**src/hdl/potc_pkg.sv**
```systemverilog
// shared types and constants of the pack over-temperature torque cap
package potc_pkg;
   localparam int TEMP_W    = 9;
   localparam int PCT_W     = 7;
   localparam int SHIFT_W   = 4;
   localparam int ACC_W     = 26;
   localparam int FRAC_W    = 16;
   localparam int DIV_W     = 16;
   localparam int DIVISOR_W = 9;
   localparam int CSR_IDX_W = 3;

   localparam logic [PCT_W-1:0] PCT_FULL   = PCT_W'(100);
   localparam logic [ACC_W-1:0] ROUND_HALF = ACC_W'(32768);

   typedef logic signed [TEMP_W-1:0] temp_type;
   typedef logic [PCT_W-1:0]         pct_type;

   // register indexes of the configuration port
   typedef enum logic [CSR_IDX_W-1:0] {
      REG_PMIN    = 3'd0,
      REG_PMAX    = 3'd1,
      REG_SHIFT   = 3'd2,
      REG_START   = 3'd3,
      REG_LIMIT   = 3'd4,
      REG_FLOOR   = 3'd5,
      REG_UNKNOWN = 3'd6
   } csr_reg_type;

   // result of the lane merge
   typedef struct packed {
      logic     any;
      temp_type hottest;
   } max_type;
endpackage

```
**src/hdl/potc_lane.sv**
```systemverilog
// one qualification lane: decides whether a module reading is usable
module potc_lane (
   input  logic              fresh,
   input  logic              mask_ok,
   input  logic              online,
   input  potc_pkg::temp_type temp,
   input  potc_pkg::temp_type plausible_min,
   input  potc_pkg::temp_type plausible_max,
   output logic              used
);
   import potc_pkg::*;

   logic in_window;

   assign in_window = (temp >= plausible_min) && (temp <= plausible_max);
   assign used      = fresh && (!mask_ok || online) && in_window;
endmodule

```
**src/hdl/potc_merge.sv**
```systemverilog
// merge stage: hottest reading among the lanes that were used
module potc_merge #(
   parameter int MODULES = 5
) (
   input  logic [MODULES-1:0] used,
   input  potc_pkg::temp_type temps [MODULES],
   output potc_pkg::max_type  result
);
   import potc_pkg::*;

   always_comb begin
      result.any     = 1'b0;
      result.hottest = '0;
      for (int i = 0; i < MODULES; i++) begin
         if (used[i] && (!result.any || (temps[i] > result.hottest))) begin
            result.any     = 1'b1;
            result.hottest = temps[i];
         end
      end
   end
endmodule

```
**src/hdl/potc_div.sv**
```systemverilog
// iterative restoring divider, one quotient bit per cycle
module potc_div (
   input  logic                           clock,
   input  logic                           reset,
   input  logic                           start,
   input  logic [potc_pkg::DIV_W-1:0]     dividend,
   input  logic [potc_pkg::DIVISOR_W-1:0] divisor,
   output logic [potc_pkg::DIV_W-1:0]     quotient,
   output logic                           done
);
   import potc_pkg::*;

   localparam int CNT_W = $clog2(DIV_W);

   logic                 busy_ff;
   logic                 done_ff;
   logic [CNT_W-1:0]     cnt_ff;
   logic [DIV_W-1:0]     quo_ff, quo_in;
   logic [DIVISOR_W-1:0] rem_ff, rem_in;
   logic [DIVISOR_W-1:0] dvs_ff;
   logic [DIVISOR_W:0]   trial;
   logic [DIVISOR_W:0]   diff;

   always_comb begin
      trial = {rem_ff, quo_ff[DIV_W-1]};
      diff  = trial - {1'b0, dvs_ff};
      if (trial >= {1'b0, dvs_ff}) begin
         rem_in = diff[DIVISOR_W-1:0];
         quo_in = {quo_ff[DIV_W-2:0], 1'b1};
      end else begin
         rem_in = trial[DIVISOR_W-1:0];
         quo_in = {quo_ff[DIV_W-2:0], 1'b0};
      end
   end

   always_ff @(posedge clock) begin
      if (reset) begin
         busy_ff <= 1'b0;
         done_ff <= 1'b0;
         cnt_ff  <= '0;
      end else begin
         done_ff <= 1'b0;
         if (start) begin
            busy_ff <= 1'b1;
            cnt_ff  <= CNT_W'(DIV_W - 1);
         end else if (busy_ff) begin
            cnt_ff <= cnt_ff - CNT_W'(1);
            if (cnt_ff == '0) begin
               busy_ff <= 1'b0;
               done_ff <= 1'b1;
            end
         end
      end
   end

   always_ff @(posedge clock) begin
      if (start) begin
         quo_ff <= dividend;
         rem_ff <= '0;
         dvs_ff <= divisor;
      end else if (busy_ff) begin
         quo_ff <= quo_in;
         rem_ff <= rem_in;
      end
   end

   assign quotient = quo_ff;
   assign done     = done_ff;
endmodule

```
**src/hdl/pack_overtemp_torque_cap.sv**
```systemverilog
// top level of the pack over-temperature torque cap
//
//  channel | ports                     | contents
//  --------+---------------------------+------------------------------------------------
//  req     | req_tvalid/tready/tdata/  | online mask and MODULES temperatures in tdata,
//          | tuser                     | fresh flag and mask_ok in tuser
//  rsp     | rsp_tvalid/tready/tdata/  | used mask, cap, is_capped, filtered and hottest
//          | tuser                     | in tdata, temp_unknown in tuser
//  csr     | csr_valid/ready/index/data| register writes, ready whenever out of reset
//
// one transaction at a time: an unknown temperature goes straight to the result, a reading
// outside the ramp skips the divider, one inside the ramp needs its 16-step divider; the next
// request is taken from the cycle the result goes out
// synchronous active-high reset restores register defaults, unseeds the filter, sets the
// last cap to 100 and empties the result register
// the result register parts the two sides; a stalled rsp holds its transaction and the
// finished next result waits in the done state until the register is free
module pack_overtemp_torque_cap #(
   parameter int MODULES = 5
) (
   input  logic                                  clock,
   input  logic                                  reset,
   // request stream
   input  logic                                  req_tvalid,
   output logic                                  req_tready,
   // tdata: online_mask, module_temp_0 .. module_temp_(MODULES-1), zero pad
   input  logic [((10*MODULES+7)/8)*8-1:0]       req_tdata,
   // tuser: fresh flag, mask_ok
   input  logic [1:0]                            req_tuser,
   // response stream
   output logic                                  rsp_tvalid,
   input  logic                                  rsp_tready,
   // tdata: used_mask, cap_percent, is_capped, filtered_temp, hottest_raw, zero pad
   output logic [((MODULES+26+7)/8)*8-1:0]       rsp_tdata,
   // tuser: temp_unknown
   output logic                                  rsp_tuser,
   // configuration writes
   input  logic                                  csr_valid,
   output logic                                  csr_ready,
   input  logic [potc_pkg::CSR_IDX_W-1:0]        csr_index,
   input  logic [potc_pkg::TEMP_W-1:0]           csr_data
);
   import potc_pkg::*;

   localparam int OUT_W = ((MODULES+26+7)/8)*8;

   typedef enum logic [2:0] {
      ST_IDLE,
      ST_QUAL,
      ST_FILT,
      ST_RAMP,
      ST_DIVGO,
      ST_DIV,
      ST_DONE
   } state_type;

   state_type state_ff;

   // configuration registers
   temp_type             pmin_ff, pmax_ff, start_ff, limit_ff;
   logic [SHIFT_W-1:0]   shift_ff;
   pct_type              floor_ff, unknown_ff;

   // captured request
   logic                 in_fresh_ff, in_mask_ok_ff;
   logic [MODULES-1:0]   in_online_ff;
   temp_type             in_temp_ff [MODULES];

   // per-item working registers
   logic [MODULES-1:0]   used_ff;
   logic                 any_ff;
   temp_type             hottest_ff;
   temp_type             temp_ff;
   logic [DIV_W-1:0]     prod_ff;
   logic [DIVISOR_W-1:0] span_ff;
   pct_type              res_cap_ff;
   logic                 res_unknown_ff;

   // filter state
   logic signed [ACC_W-1:0] acc_ff, acc_in;
   logic                    seeded_ff;
   pct_type                 last_cap_ff;

   // result register
   logic                 rsp_valid_ff;
   logic [MODULES-1:0]   rsp_used_ff;
   logic                 rsp_unknown_ff;
   pct_type              rsp_cap_ff;
   temp_type             rsp_filt_ff, rsp_hot_ff;

   logic [MODULES-1:0]   lane_used;
   max_type              merged;
   logic [DIV_W-1:0]     div_q;
   logic                 div_done;
   logic                 div_start;
   logic                 req_fire;
   logic                 rsp_free;

   // filter arithmetic
   logic signed [ACC_W:0]   filt_diff, filt_step;
   logic [ACC_W-1:0]        rounded;
   temp_type                temp_now;
   // ramp arithmetic
   pct_type                 floor_cl, unknown_cl, unknown_cap;
   pct_type                 ramp_height;
   logic [TEMP_W:0]         t_minus_start, span_full;
   logic [PCT_W+DIVISOR_W-1:0] prod_full;

   assign req_tready = (state_ff == ST_IDLE) && !reset;
   assign req_fire   = req_tvalid && req_tready;
   assign csr_ready  = !reset;
   assign rsp_free   = !rsp_valid_ff || rsp_tready;
   assign div_start  = (state_ff == ST_DIVGO);

   // configuration writes; unused indexes are dropped
   always_ff @(posedge clock) begin
      if (reset) begin
         pmin_ff    <= TEMP_W'(-40);
         pmax_ff    <= TEMP_W'(120);
         shift_ff   <= SHIFT_W'(3);
         start_ff   <= TEMP_W'(45);
         limit_ff   <= TEMP_W'(60);
         floor_ff   <= PCT_W'(0);
         unknown_ff <= PCT_W'(60);
      end else if (csr_valid && csr_ready) begin
         unique case (csr_index)
            REG_PMIN:    pmin_ff    <= csr_data;
            REG_PMAX:    pmax_ff    <= csr_data;
            REG_SHIFT:   shift_ff   <= csr_data[SHIFT_W-1:0];
            REG_START:   start_ff   <= csr_data;
            REG_LIMIT:   limit_ff   <= csr_data;
            REG_FLOOR:   floor_ff   <= csr_data[PCT_W-1:0];
            REG_UNKNOWN: unknown_ff <= csr_data[PCT_W-1:0];
            default: ;
         endcase
      end
   end

   // request capture
   always_ff @(posedge clock) begin
      if (req_fire) begin
         in_fresh_ff   <= req_tuser[0];
         in_mask_ok_ff <= req_tuser[1];
         in_online_ff  <= req_tdata[MODULES-1:0];
         for (int i = 0; i < MODULES; i++) begin
            in_temp_ff[i] <= req_tdata[MODULES + TEMP_W*i +: TEMP_W];
         end
      end
   end

   // one qualification lane per module
   for (genvar g = 0; g < MODULES; g++) begin : g_lane
      potc_lane u_lane (
         .fresh         (in_fresh_ff),
         .mask_ok       (in_mask_ok_ff),
         .online        (in_online_ff[g]),
         .temp          (in_temp_ff[g]),
         .plausible_min (pmin_ff),
         .plausible_max (pmax_ff),
         .used          (lane_used[g])
      );
   end

   potc_merge #(.MODULES(MODULES)) u_merge (
      .used   (lane_used),
      .temps  (in_temp_ff),
      .result (merged)
   );

   potc_div u_div (
      .clock    (clock),
      .reset    (reset),
      .start    (div_start),
      .dividend (prod_ff),
      .divisor  (span_ff),
      .quotient (div_q),
      .done     (div_done)
   );

   // filter update: seed with the target, else acc += floor((target - acc) / 2^shift)
   always_comb begin
      filt_diff = {{2{hottest_ff[TEMP_W-1]}}, hottest_ff, FRAC_W'(0)} - {acc_ff[ACC_W-1], acc_ff};
      filt_step = filt_diff >>> shift_ff;
      if (!seeded_ff) begin
         acc_in = {hottest_ff[TEMP_W-1], hottest_ff, FRAC_W'(0)};
      end else begin
         acc_in = acc_ff + filt_step[ACC_W-1:0];
      end
   end

   // rounded read-out of the filter
   assign rounded  = acc_ff + ROUND_HALF;
   assign temp_now = rounded[FRAC_W+TEMP_W-1:FRAC_W];

   // ramp operands, percent registers clamped to 100
   assign floor_cl      = (floor_ff > PCT_FULL) ? PCT_FULL : floor_ff;
   assign unknown_cl    = (unknown_ff > PCT_FULL) ? PCT_FULL : unknown_ff;
   assign unknown_cap   = (unknown_cl < last_cap_ff) ? unknown_cl : last_cap_ff;
   assign ramp_height   = PCT_FULL - floor_cl;
   assign t_minus_start = {temp_now[TEMP_W-1], temp_now} - {start_ff[TEMP_W-1], start_ff};
   assign span_full     = {limit_ff[TEMP_W-1], limit_ff} - {start_ff[TEMP_W-1], start_ff};
   assign prod_full     = ramp_height * t_minus_start[DIVISOR_W-1:0];

   // sequencer and control state
   always_ff @(posedge clock) begin
      if (reset) begin
         state_ff     <= ST_IDLE;
         seeded_ff    <= 1'b0;
         acc_ff       <= '0;
         last_cap_ff  <= PCT_FULL;
         rsp_valid_ff <= 1'b0;
      end else begin
         // result register: loaded from the done state, emptied when taken
         if ((state_ff == ST_DONE) && rsp_free) begin
            rsp_valid_ff <= 1'b1;
         end else if (rsp_tready) begin
            rsp_valid_ff <= 1'b0;
         end
         unique case (state_ff)
            ST_IDLE: begin
               if (req_fire) begin
                  state_ff <= ST_QUAL;
               end
            end
            ST_QUAL: begin
               used_ff    <= lane_used;
               any_ff     <= merged.any;
               hottest_ff <= merged.hottest;
               state_ff   <= ST_FILT;
            end
            ST_FILT: begin
               if (!any_ff) begin
                  // no usable reading: unseed and ratchet towards the unknown cap
                  seeded_ff      <= 1'b0;
                  res_cap_ff     <= unknown_cap;
                  res_unknown_ff <= 1'b1;
                  state_ff       <= ST_DONE;
               end else begin
                  acc_ff         <= acc_in;
                  seeded_ff      <= 1'b1;
                  res_unknown_ff <= 1'b0;
                  state_ff       <= ST_RAMP;
               end
            end
            ST_RAMP: begin
               temp_ff <= temp_now;
               priority if (temp_now <= start_ff) begin
                  res_cap_ff <= PCT_FULL;
                  state_ff   <= ST_DONE;
               end else if (temp_now >= limit_ff) begin
                  res_cap_ff <= floor_cl;
                  state_ff   <= ST_DONE;
               end else begin
                  // strictly inside the ramp, so both differences are positive
                  prod_ff  <= prod_full[DIV_W-1:0];
                  span_ff  <= span_full[DIVISOR_W-1:0];
                  state_ff <= ST_DIVGO;
               end
            end
            ST_DIVGO: begin
               state_ff <= ST_DIV;
            end
            ST_DIV: begin
               if (div_done) begin
                  res_cap_ff <= PCT_FULL - div_q[PCT_W-1:0];
                  state_ff   <= ST_DONE;
               end
            end
            ST_DONE: begin
               if (rsp_free) begin
                  last_cap_ff <= res_cap_ff;
                  state_ff    <= ST_IDLE;
               end
            end
            default: state_ff <= ST_IDLE;
         endcase
      end
   end

   // result register payload
   always_ff @(posedge clock) begin
      if ((state_ff == ST_DONE) && rsp_free) begin
         rsp_used_ff    <= used_ff;
         rsp_unknown_ff <= res_unknown_ff;
         rsp_cap_ff     <= res_cap_ff;
         rsp_filt_ff    <= res_unknown_ff ? '0 : temp_ff;
         rsp_hot_ff     <= res_unknown_ff ? '0 : hottest_ff;
      end
   end

   assign rsp_tvalid = rsp_valid_ff;
   assign rsp_tuser  = rsp_unknown_ff;
   assign rsp_tdata  = OUT_W'({rsp_hot_ff, rsp_filt_ff, (rsp_cap_ff < PCT_FULL),
                               rsp_cap_ff, rsp_used_ff});
endmodule

```
**config.mk**
```make
export PLATFORM = sky130hd
export DESIGN_NAME = pack_overtemp_torque_cap
export DESIGN_NICKNAME = d
export VERILOG_FILES = /design/src/hdl/potc_pkg.sv /design/src/hdl/potc_lane.sv /design/src/hdl/potc_merge.sv /design/src/hdl/potc_div.sv /design/src/hdl/pack_overtemp_torque_cap.sv
export SDC_FILE = /design/constraint.sdc
export NUM_CORES = 1
export LEC_CHECK = 0
export ABC_AREA = 1
export BUFFER_PORTS_ARGS = -buffer_cell sky130_fd_sc_hd__buf_2
export CAP_MARGIN = 25
export CORE_MARGIN = 2
export CORE_UTILIZATION = 25
export CTS_CLUSTER_SIZE = 25
export DETAILED_ROUTE_END_ITERATION = 16
export HOLD_SLACK_MARGIN = 0.02
export SLEW_MARGIN = 20
export SYNTH_ARGS = -nofsm -noshare
export SYNTH_HDL_FRONTEND = slang
export SYNTH_SLANG_ARGS = --single-unit
export TNS_END_PERCENT = 50
```
**constraint.sdc**
```tcl
create_clock -name clock -period 10 [get_ports clock]
set_clock_uncertainty 0.2 [all_clocks]
set_input_delay 3 -clock clock [delete_from_list [all_inputs] [get_ports clock]]
set_output_delay 3 -clock clock [all_outputs]
set_load 0.02 [all_outputs]
```
==> out/results.ini, run 1 <==
[die]
fp.dieH_um = 288
initial_core_util_pct = 25.2
num_rows = 104
num_io_pins = 111
die_area_um2 = 83200
coreArea_um2 = 80300
die-width_um = 288

[cts]
cts_resized = 0
clkSinkCount = 272
h-tree-depth = 2
cts_setup_buffers = 0
clock_path_buffers = 3
cts_tree = built
path_clk_slew_ns = 0.06
numCtsBuffers = 34
cts-root-buf = clkbuf_16
cts_hold_buf = 0
clk_latency_ns = 0.55

[placed_design]
place_congestion = 0.897
pre_cts_ws_ns = 0.818
io_buffers = 103
place_hpwl_mm = 45.6
dp_cells = 3680
placed_area_um2 = 22000

[timing]
hold_viol_final = 0
rsz0062_at_grt = false
timing.final.ws_setup_ns = 0.880
hold_ws_ns = 0.217
relSlewSlack_pct = 36.6
fin_tns_setup_ns = 0
max_freq_ghz = 0.110
slew_violations = 0
post-route-period-util_pct = 91.2
tightest_slew_ns = 0.948
fin_crit_ns = 9.12
setup_viol = 0

[global_routing]
grt_pass1_wl_mm = 90.2
grtUsageTotal_pct = 13.8
grt-ovfl-total = 0
grt_max_degree = 54
grt_pass1_vias = 16400
antenna_found_initial = 5

[power_and_ir_drop]
vdd_drop_max_uv = 120
p_leak_nw = 10.5
fin_total_pwr_mw = 3.41
p_per_area_nw_per_um2 = 147

[critical_path]
path_class = reg2reg
rr_worst_depth = 61
end_kind = flop
worstPathMaxFanout = 11
cpPeakStageDelay_ns = 0.32
reg2reg_slack_ns = 0.88
cp.arrival_ns = 9.20
reg2reg_to = hottest_ff[4]
timing.rr.start = pmax_ff[2]
cp-start-kind = flop
cp_slowest_cell = ha_1
critPathRequiredTime_ns = 10.08
cp_common_cell = nand2_1

[yosys]
synth_area_um2 = 20200
synthTopCellsByArea = edfxtp_1, ha_1, dfxtp_1
synth_edf_count = 165
yosysTopAreaCell = edfxtp_1
synth-seq-area-share_pct = 35.1
synthFlopType = edfxtp_1
synth_top_family_by_area = simple AND/OR/NAND/NOR gates
ys_ff_latch = 272
yosys.area_share.simple_pct = 21.8
syn-num-nets = 2903
synth-xor-area-share_pct = 2.55
avgSynthCellArea_um2 = 7.93
synth.top_cell.area_share_pct = 24.5
yosys_warnings = 0
muxShareOfSynthArea_pct = 0
netlist_instances = 2549
synth_cell_types = 64
synth.most_common_cell = nand2_1
synth_compound_area_share_pct = 14.2
synth_fa_ha_area_share_pct = 18.7
async_flop_share_pct = 0
ys_top_cells_by_count = nand2_1, inv_1, ha_1, nor2_1, a21oi_1

[drt]
drcViolationCount = 0
drtIter0Drc = 1184
vias_per_cell = 4.65
drt_wl_total_mm = 57.5
ant_nets = 0
drtPass1Iterations = 5
vias = 17400
wl_per_cell_um = 15.4

[job]
max_cap_violations = 0

[cells_and_area]
diodes = 0
stdcell_count = 3742
fin_nets = 3010
design_area_um2 = 23200
finish.utilization_pct = 28.9
drive_above_1_share_pct = 9.36
area_growth_pct = 14.7

[status]
status = finished clean

[min_path]
hold_class = reg2reg
min_from = used_ff[4]
min_path_cells = 0
hold_end = rsp_used_ff[4]

==> how the worst max path moves through the flow <==
| stage | startpoint | to | slack, ns | depth (start not counted) |
|---|---|---|---|---|
| 5_1_grt | pmax_ff[2] | hottest_ff[0] | 0.007 | 61 |
| 3_3_place_gp | pmax_ff[2] | hottest_ff[5] | 0.83 | 61 |
| 3_5_place_dp | pmax_ff[2] | hottest_ff[4] | 0.82 | 61 |
| 6_report | pmax_ff[2] | hottest_ff[4] | 0.88 | 61 |
| 2_1_floorplan | reset | state_ff[0] | 1.85 | 8 |
| 4_1_cts | pmax_ff[2] | hottest_ff[4] | 0.78 | 61 |
==> logic make-up (layout without fill, tap and decap cells) <==
kind of cell	Yosys count	in the layout
other	1	1
and+or+nand+nor	1028	1028
AOI/OAI and AO/OA	505	505
DFF	272	272
xor gates and xnor gates	58	58
buffers and inverters	406	539
adders and majority gates	279	279
==> sequential cells by signal, indices dropped and copies added (netlist names), 9 cells and up <==
| signal | count |
|---|---|
| in_temp_ff | 45 |
| acc_ff | 26 |
| prod_ff | 16 |
| u_div.quotient | 16 |
| hottest_ff | 9 |
| limit_ff | 9 |
| pmax_ff | 9 |
| pmin_ff | 9 |
| rsp_filt_ff | 9 |
| rsp_hot_ff | 9 |
| span_ff | 9 |
| start_ff | 9 |
| temp_ff | 9 |
| u_div.dvs_ff | 9 |
| u_div.rem_ff | 9 |
==> cells in the final DEF (no fill, tap or decap), types with 5 or more instances in the layout <==
| cell type | instances |
|---|---|
| nand2_1 | 530 |
| inv_1 | 342 |
| ha_1 | 241 |
| nor2_1 | 217 |
| a21oi_1 | 185 |
| o21ai_0 | 169 |
| edfxtp_1 | 165 |
| nand3_1 | 161 |
| dfxtp_1 | 107 |
| buf_2 | 103 |
| xor2_1 | 47 |
| o211ai_1 | 40 |
| fa_1 | 38 |
| clkbuf_16 | 35 |
| nand4_1 | 25 |
| o21ai_1 | 24 |
| buf_4 | 19 |
| nor3_1 | 16 |
| nor2_2 | 13 |
| o22ai_1 | 13 |
| nand2_2 | 11 |
| or2_2 | 11 |
| xnor2_1 | 10 |
| a21o_1 | 10 |
| and2_1 | 10 |
| inv_2 | 9 |
| nand3_2 | 8 |
| o21a_1 | 8 |
| a31oi_1 | 8 |
| or2_1 | 7 |
| a211oi_1 | 7 |
| o221ai_1 | 7 |
| clkinv_1 | 6 |
| clkinv_2 | 6 |
| o2111ai_1 | 5 |
==> worst max-delay path: cells and delay by family (launching register included) <==
kind                     cells  cell delay, ns
AO/OA/AOI/OAI               24            3.17
adder cells (fa/ha/maj)      5            1.45
buffers and inverters        4            0.64
flip-flops                   1            0.30
AND/OR/NAND/NOR             28            3.05
==> layout make-up <==
class / instances / area, um^2
fillers: 8639 / 57100
multi-input cells: 1871 / 11600
flip-flops and latches: 272 / 7100
inverters: 354 / 1330
well taps: 1060 / 1330
clock buffers: 40 / 915
repair buffers: 123 / 673
clock inverters: 22 / 246
==> metal layers <==
layer,track usage [%],part of all wire (%)
met4,3.25,2.1
met2,21.3,43
met3,2.39,6.3
met1,19.9,49
met5,0,0.043
==> power by group <==
group | switching, mW | leakage (nW) | internal (mW) | total (mW)
clock network | 0.510 | 0.571 | 0.766 | 1.28
registers | 0.0436 | 2.37 | 1.26 | 1.30
logic | 0.521 | 7.51 | 0.316 | 0.837
total | 1.07 | 10.5 | 2.34 | 3.41
Note: power is estimated with default switching activity, not from simulation.
==> inputs of run 2 (changes only) <==
- clock period: 10 -> 8 ns (I/O delays scaled with it)
==> out/results.ini, run 2 (synthesis gave the netlist of run 1 again) <==
[status]
violations = setup timing
status = finished, violations left

[placed_design]
place_congestion = 0.912  ; +1.7%
io_buffers = 103  ; unchanged
place_hpwl_mm = 46.6  ; +2.3%
placed_area_um2 = 22800  ; +3.5%

[power_and_ir_drop]
fin_total_pwr_mw = 4.30  ; +26%
p_leak_nw = 11.2  ; +7.5%
p_per_area_nw_per_um2 = 173  ; +17%
vdd_drop_max_uv = 157  ; +31%

[critical_path]
worstPathMaxFanout = 7  ; -4
timing.rr.start = in_temp_ff[40]
path_class = reg2reg
rr_worst_depth = 57  ; -6.6%
cp-start-kind = flop
cpPeakStageDelay_ns = 0.55  ; +0.23 ns
critPathRequiredTime_ns = 8.13  ; -1.95 ns
reg2reg_slack_ns = -0.31  ; -1.19 ns
cp_slowest_cell = edfxtp_1
cp.arrival_ns = 8.45  ; -0.75 ns
end_kind = flop
cp_common_cell = nand2_1
reg2reg_to = hottest_ff[6]

[global_routing]
antenna_found_initial = 2  ; -3
grt_pass1_vias = 17000  ; +3.4%
grt-ovfl-total = 0  ; unchanged
grt_max_degree = 54  ; unchanged
grtUsageTotal_pct = 14.1  ; +0.36 points
grt_pass1_wl_mm = 93.2  ; +3.3%

[drt]
drtIter0Drc = 1259  ; +6.3%
ant_nets = 0  ; unchanged
drt_wl_total_mm = 59.9  ; +4.1%
wl_met1_mm = 29.2  ; +4.2%
drcViolationCount = 0  ; unchanged
wl_per_cell_um = 15.5  ; +0.51%
wl_met2_mm = 26.5  ; +7.3%
dr_wl_met3_mm = 3.20  ; -11%
vias_per_cell = 4.62  ; -0.60%
drtPass1Iterations = 5  ; unchanged
vias = 17900  ; +2.9%
topRoutingLayerUsed = met4

[cells_and_area]
area_growth_pct = 23.4
layout_commonest_cell = nand2_1
diodes = 0  ; unchanged
fin_nets = 3144  ; +4.5%
design_area_um2 = 24900  ; +7.6%
largest_register_ffs = 45  ; unchanged
top_register = in_temp_ff
num-fill-cells = 8459  ; -2.1%
drive_above_1_share_pct = 17.6  ; +8.3 points
final_cell_mix = nand2_1, inv_1, nor2_1
multi_input_area_um2 = 12400  ; +6.9%
largestRegisters = in_temp_ff x45, acc_ff x26
regArea_um2 = 7100  ; unchanged

[cts]
cts_tree = built
clock_path_buffers = 3  ; unchanged
clk_latency_ns = 0.61  ; +0.06 ns
cts_hold_buf = 0  ; unchanged
h-tree-depth = 1  ; -1
clkSinkCount = 272  ; unchanged
path_clk_slew_ns = 0.06  ; about the same
cts-root-buf = clkbuf_16
numCtsBuffers = 31  ; -8.8%

[min_path]
min_path_cells = 0  ; unchanged
hold_end = rsp_used_ff[0]
min_from = used_ff[0]
hold_class = reg2reg

[timing]
fin_tns_setup_ns = -2.65  ; -2.65 ns
setup_viol = 10  ; +10
rsz0062_at_grt = true
tightest_slew_ns = 1.03  ; +0.0775 ns
timing.final.ws_setup_ns = -0.311  ; -1.19 ns
relSlewSlack_pct = 31.4  ; -5.2 points
slew_violations = 0  ; unchanged
hold_viol_final = 0  ; unchanged
max_freq_ghz = 0.120  ; +9.7%
fin_crit_ns = 8.31  ; -0.809 ns
post-route-period-util_pct = 104  ; +13 points

[die]
coreArea_um2 = 80300  ; unchanged
fp.dieH_um = 288  ; unchanged
num_io_pins = 111  ; unchanged
die_area_um2 = 83200  ; unchanged
num_rows = 104  ; unchanged
die-width_um = 288  ; unchanged
initial_core_util_pct = 25.2  ; unchanged

[job]
max_cap_violations = 0  ; unchanged

run 2: changes by cell type in the layout (fill, tap and decap cells not counted), moves of 9 or more:
cell / before / now
nand3_2: 8 / 24
nand2_2: 11 / 33
buf_6: 0 / 9
nand3_1: 161 / 138
nand2_1: 530 / 489
o21ai_0: 169 / 160
buf_4: 19 / 144
a21oi_1: 185 / 175
nand2_4: 2 / 22
ha_4: 0 / 26
ha_1: 241 / 214
a21oi_2: 2 / 12
run 2: power by group:
| group | internal (mW) | switching (mW) |
|---|---|---|
| logic | 0.498 | 0.696 |
| registers | 1.57 | 0.0604 |
| clock network | 0.861 | 0.616 |
run 2: how the worst max path moves through the flow:
stage,startpoint,to,depth (start not counted)
after global placement,in_temp_ff[38],hottest_ff[8],60
after detailed placement,in_temp_ff[38],hottest_ff[4],60
after global routing,in_temp_ff[40],hottest_ff[7],62
after floorplan,in_temp_ff[40],any_ff,59
after CTS,in_temp_ff[38],hottest_ff[8],59
final,in_temp_ff[40],hottest_ff[6],57
run 2: per-layer routing:
metal | global-route usage (%) | vias to the layer above
li1 | - | 9120
met2 | 22.6 | 439
met4 | 2.46 | 0
met3 | 1.72 | 66
met5 | 0 | -
met1 | 20.6 | 8290
run 2: stage by stage:
step	utilization, %	setup slack, ns	std cells	hold WS, ns
global placement	28.4	-0.668	3781	0.201
detailed placement	28.4	-0.698	3782	0.212
floorplan	-	0.386	2549	0.200
finish	31.1	-0.311	3875	0.223
CTS	30.6	-0.243	3865	0.218
global route	31.1	-0.831	3875	0.233
run 2: layout make-up:
cell class,instances,share of cell area [%]
inverters,354,5.41
well taps,1060,5.32
repair buffers,257,6.87
multi-input cells,1873,49.7
flip-flops and latches,272,28.4
repair inverters,1,0.0301
clock inverters,17,0.762
clock buffers,41,3.47
run 2: worst max-delay path: cells and delay by family (launching register included):
kind | cells | cell delay, ns
buffers and inverters | 6 | 0.70
AND/OR/NAND/NOR | 29 | 2.90
adder cells (fa/ha/maj) | 5 | 1.27
flip-flops | 1 | 0.55
AO/OA/AOI/OAI | 17 | 2.43
run 2: what timing repair did:
action | 4_1_cts | 5_1_grt
cloned | 3 | 0
buffers inserted | 24 | 10
pin swaps | 44 | 32
resized for setup | 106 | 65
setup endpoints to repair | 10 | 10
==> inputs of run 3 (changes only) <==
- SYNTH_HIERARCHICAL: unset -> 1
==> out/results.ini, run 3 <==
[status]
status = finished clean

[yosys]
synthFlopType = edfxtp_1
ys_ff_latch = 272  ; unchanged
synth_area_um2 = 21300  ; +5.6%
synth.top_cell.area_share_pct = 23.2  ; -1.3 points
avgSynthCellArea_um2 = 7.50  ; -5.4%
syn-num-nets = 3198  ; +10%
synth-seq-area-share_pct = 33.2  ; -1.9 points
yosys_warnings = 6  ; +6
synthTopCellsByArea = edfxtp_1, ha_1, nand2_1
synth_cell_types = 63  ; -1.6%
ys_top_cells_by_count = nand2_1, inv_1, nor2_1, ha_1, nand3_1
yosysTopAreaCell = edfxtp_1
netlist_instances = 2845  ; +12%
async_flop_share_pct = 0  ; unchanged
synth_edf_count = 165  ; unchanged
synth.most_common_cell = nand2_1

[cts]
numCtsBuffers = 34  ; +9.7%
clk_latency_ns = 0.56  ; -0.05 ns
cts_tree = built
clock_path_buffers = 3  ; unchanged
path_clk_slew_ns = 0.07  ; about the same
cts_hold_buf = 0  ; unchanged
h-tree-depth = 2  ; +1
clkSinkCount = 272  ; unchanged
cts-root-buf = clkbuf_16

[timing]
post-route-period-util_pct = 93.5  ; -10 points
setup_viol = 0  ; -10
fin_tns_setup_ns = 0  ; +2.65 ns
fin_crit_ns = 7.48  ; -0.834 ns
slew_violations = 0  ; unchanged
max_freq_ghz = 0.134  ; +11%
relSlewSlack_pct = 35.0  ; +3.6 points
hold_viol_final = 0  ; unchanged
tightest_slew_ns = 0.968  ; -0.0569 ns

[drt]
drtPass1Iterations = 8  ; +3
vias_per_cell = 4.46  ; -3.6%
ant_nets = 0  ; unchanged
vias = 18500  ; +3.3%
drtIter0Drc = 1206  ; -4.2%
drt_wl_total_mm = 60.3  ; +0.59%
wl_per_cell_um = 14.5  ; -6.1%
drcViolationCount = 0  ; unchanged

[cells_and_area]
multi_input_area_um2 = 12600  ; +1.3%
area_growth_pct = 16.9
drive_above_1_share_pct = 12.1  ; -5.5 points
largestRegisters = in_temp_ff x45, acc_ff x26
largest_register_ffs = 45  ; unchanged
stdcell_count = 4153  ; +7.2%
top_register = in_temp_ff
num-fill-cells = 9238  ; +9.2%
fin_nets = 3333  ; +6.0%
regArea_um2 = 7100  ; unchanged
layout_commonest_cell = nand2_1
final_cell_mix = nand2_1, inv_1, nor2_1

[power_and_ir_drop]
vdd_drop_max_uv = 246  ; +57%
p_comb_share_pct = 22.8  ; -4.9 points
p_sw_share_pct = 30.8  ; -1.1 points
clkPwrFrac_pct = 38.4  ; +4.1 points
fin_total_pwr_mw = 4.07  ; -5.5%
p_per_area_nw_per_um2 = 163  ; -5.6%
switchingPower_mw = 1.25  ; -8.8%
p_leak_nw = 12.0  ; +6.8%
internal_power_mw = 2.81  ; -4.0%
seqPwrFrac_pct = 38.9  ; +1.0 points

[die]
coreArea_um2 = 84900  ; +5.7%
fp.dieH_um = 296  ; +2.7%
num_rows = 107  ; +2.9%
die-width_um = 296  ; +2.7%
num_io_pins = 111  ; unchanged
die_area_um2 = 87700  ; +5.5%
initial_core_util_pct = 25.2  ; -0.031 points

[critical_path]
worstPathMaxFanout = 10  ; +3
cp_common_cell = nand2_1
reg2reg_slack_ns = 0.52  ; +0.83 ns
cp_slowest_cell = edfxtp_1
cp-endpoint = hottest_ff[8]
reg2reg_to = hottest_ff[8]
path_class = reg2reg
cp-start-kind = flop
end_kind = flop
timing.rr.start = in_temp_ff[44]
critPathRequiredTime_ns = 8.11  ; -0.02 ns
cp.arrival_ns = 7.58  ; -0.87 ns
rr_worst_depth = 52  ; -8.8%
cpPeakStageDelay_ns = 0.51  ; -0.04 ns
crit_path_start = in_temp_ff[44]

[min_path]
min_path_cells = 0  ; unchanged
hold_class = reg2reg

[global_routing]
antenna_found_initial = 9  ; +7
grt_max_degree = 61  ; +13%
grt_pass1_vias = 17400  ; +2.2%
grt_pass1_wl_mm = 93.9  ; +0.75%
grtUsageTotal_pct = 13.6  ; -0.55 points
grt-ovfl-total = 0  ; unchanged

[placed_design]
io_buffers = 103  ; unchanged
place_congestion = 0.891  ; -2.3%
dp_cells = 4074  ; +7.7%
place_hpwl_mm = 47.1  ; +1.0%

[job]
max_cap_violations = 0  ; unchanged

==> run 3: cell count changes in the layout (fill, tap and decap cells not counted), moves of 15 or more <==
cell / delta
ha_1: +15
nand2_4: -17
nor2_1: +35
a21oi_1: -21
nand3_1: +39
nand2_2: +17
nand2_1: +147
buf_4: -106
ha_4: -15
inv_1: +142
o21ai_0: -25
o211ai_1: -22
==> run 3: cell type report <==
type | instances | area share, %
antenna | 3 | 0.0301
clock buffer | 48 | 4.03
clock inverter | 14 | 0.491
inverter | 502 | 7.62
multi-input combinational | 2025 | 50.3
sequential | 272 | 28.4
tap | 1144 | 5.73
timing repair buffer | 143 | 3.27
timing repair inverter | 2 | 0.0602
==> run 3: kinds of logic after synthesis <==
family | synth area share, %
other | 0.0176
AOI/OAI and AO/OA | 11.3
xor gates and xnor gates | 2.41
muxes | 0.141
buffers and inverters | 9.94
DFF | 33.2
and+or+nand+nor | 25.3
adders and majority gates | 17.6
==> run 3: timing repair <==
action,in CTS,in global routing
setup buffers,0,8
setup endpoints to repair,0,9
resized for setup,0,76
==> run 3: power by group through the flow <==
stage          clock (mW)  combinational (mW)  sequential (mW)
2_1_floorplan           0               0.665             1.59
3_3_place_gp            0               0.861             1.61
3_5_place_dp            0               0.867             1.61
4_1_cts              1.61               0.876             1.58
5_1_grt              1.65                1.07             1.58
6_report             1.56               0.926             1.58
==> run 3: through the flow <==
step                      hold slack (ns)  util [%]  setup slack (ns)  cell area, um^2
after detailed placement            0.205      27.5             0.386            23300
after floorplan                     0.200         -              1.28            21300
final                               0.216      29.4             0.523            25000
after global routing                0.228      29.4           -0.0285            25000
after global placement              0.202      27.5             0.448            23300
after CTS                           0.217      28.8             0.364            24500
==> run 3: worst min-delay path by stage <==
stage                 endpoint  slack, ns       start
6_report        rsp_used_ff[0]       0.22  used_ff[0]
5_1_grt        u_div/dvs_ff[0]       0.23  span_ff[0]
4_1_cts         rsp_used_ff[0]       0.22  used_ff[0]
3_5_place_dp   u_div/dvs_ff[0]       0.21  span_ff[0]
3_3_place_gp   u_div/dvs_ff[3]       0.20  span_ff[3]
2_1_floorplan   rsp_used_ff[0]       0.20  used_ff[0]
==> run 3: layer usage <==
layer / global-route usage (%) / vias to the layer above / part of all wire [%]
li1: - / 9569 / -
met1: 18.5 / 8384 / 48
met2: 22.2 / 436 / 45
met3: 2.06 / 103 / 4.7
met4: 3.95 / 10 / 2.7
met5: 0 / - / 0.11
==> run 3: worst max-delay path: cells and delay by family, from the launching register on <==
kind	cells	cell delay [ns]
compound gates	5	0.58
flops	1	0.51
buf+inv	5	0.38
fa+ha+maj	5	1.55
simple gates	37	4.02
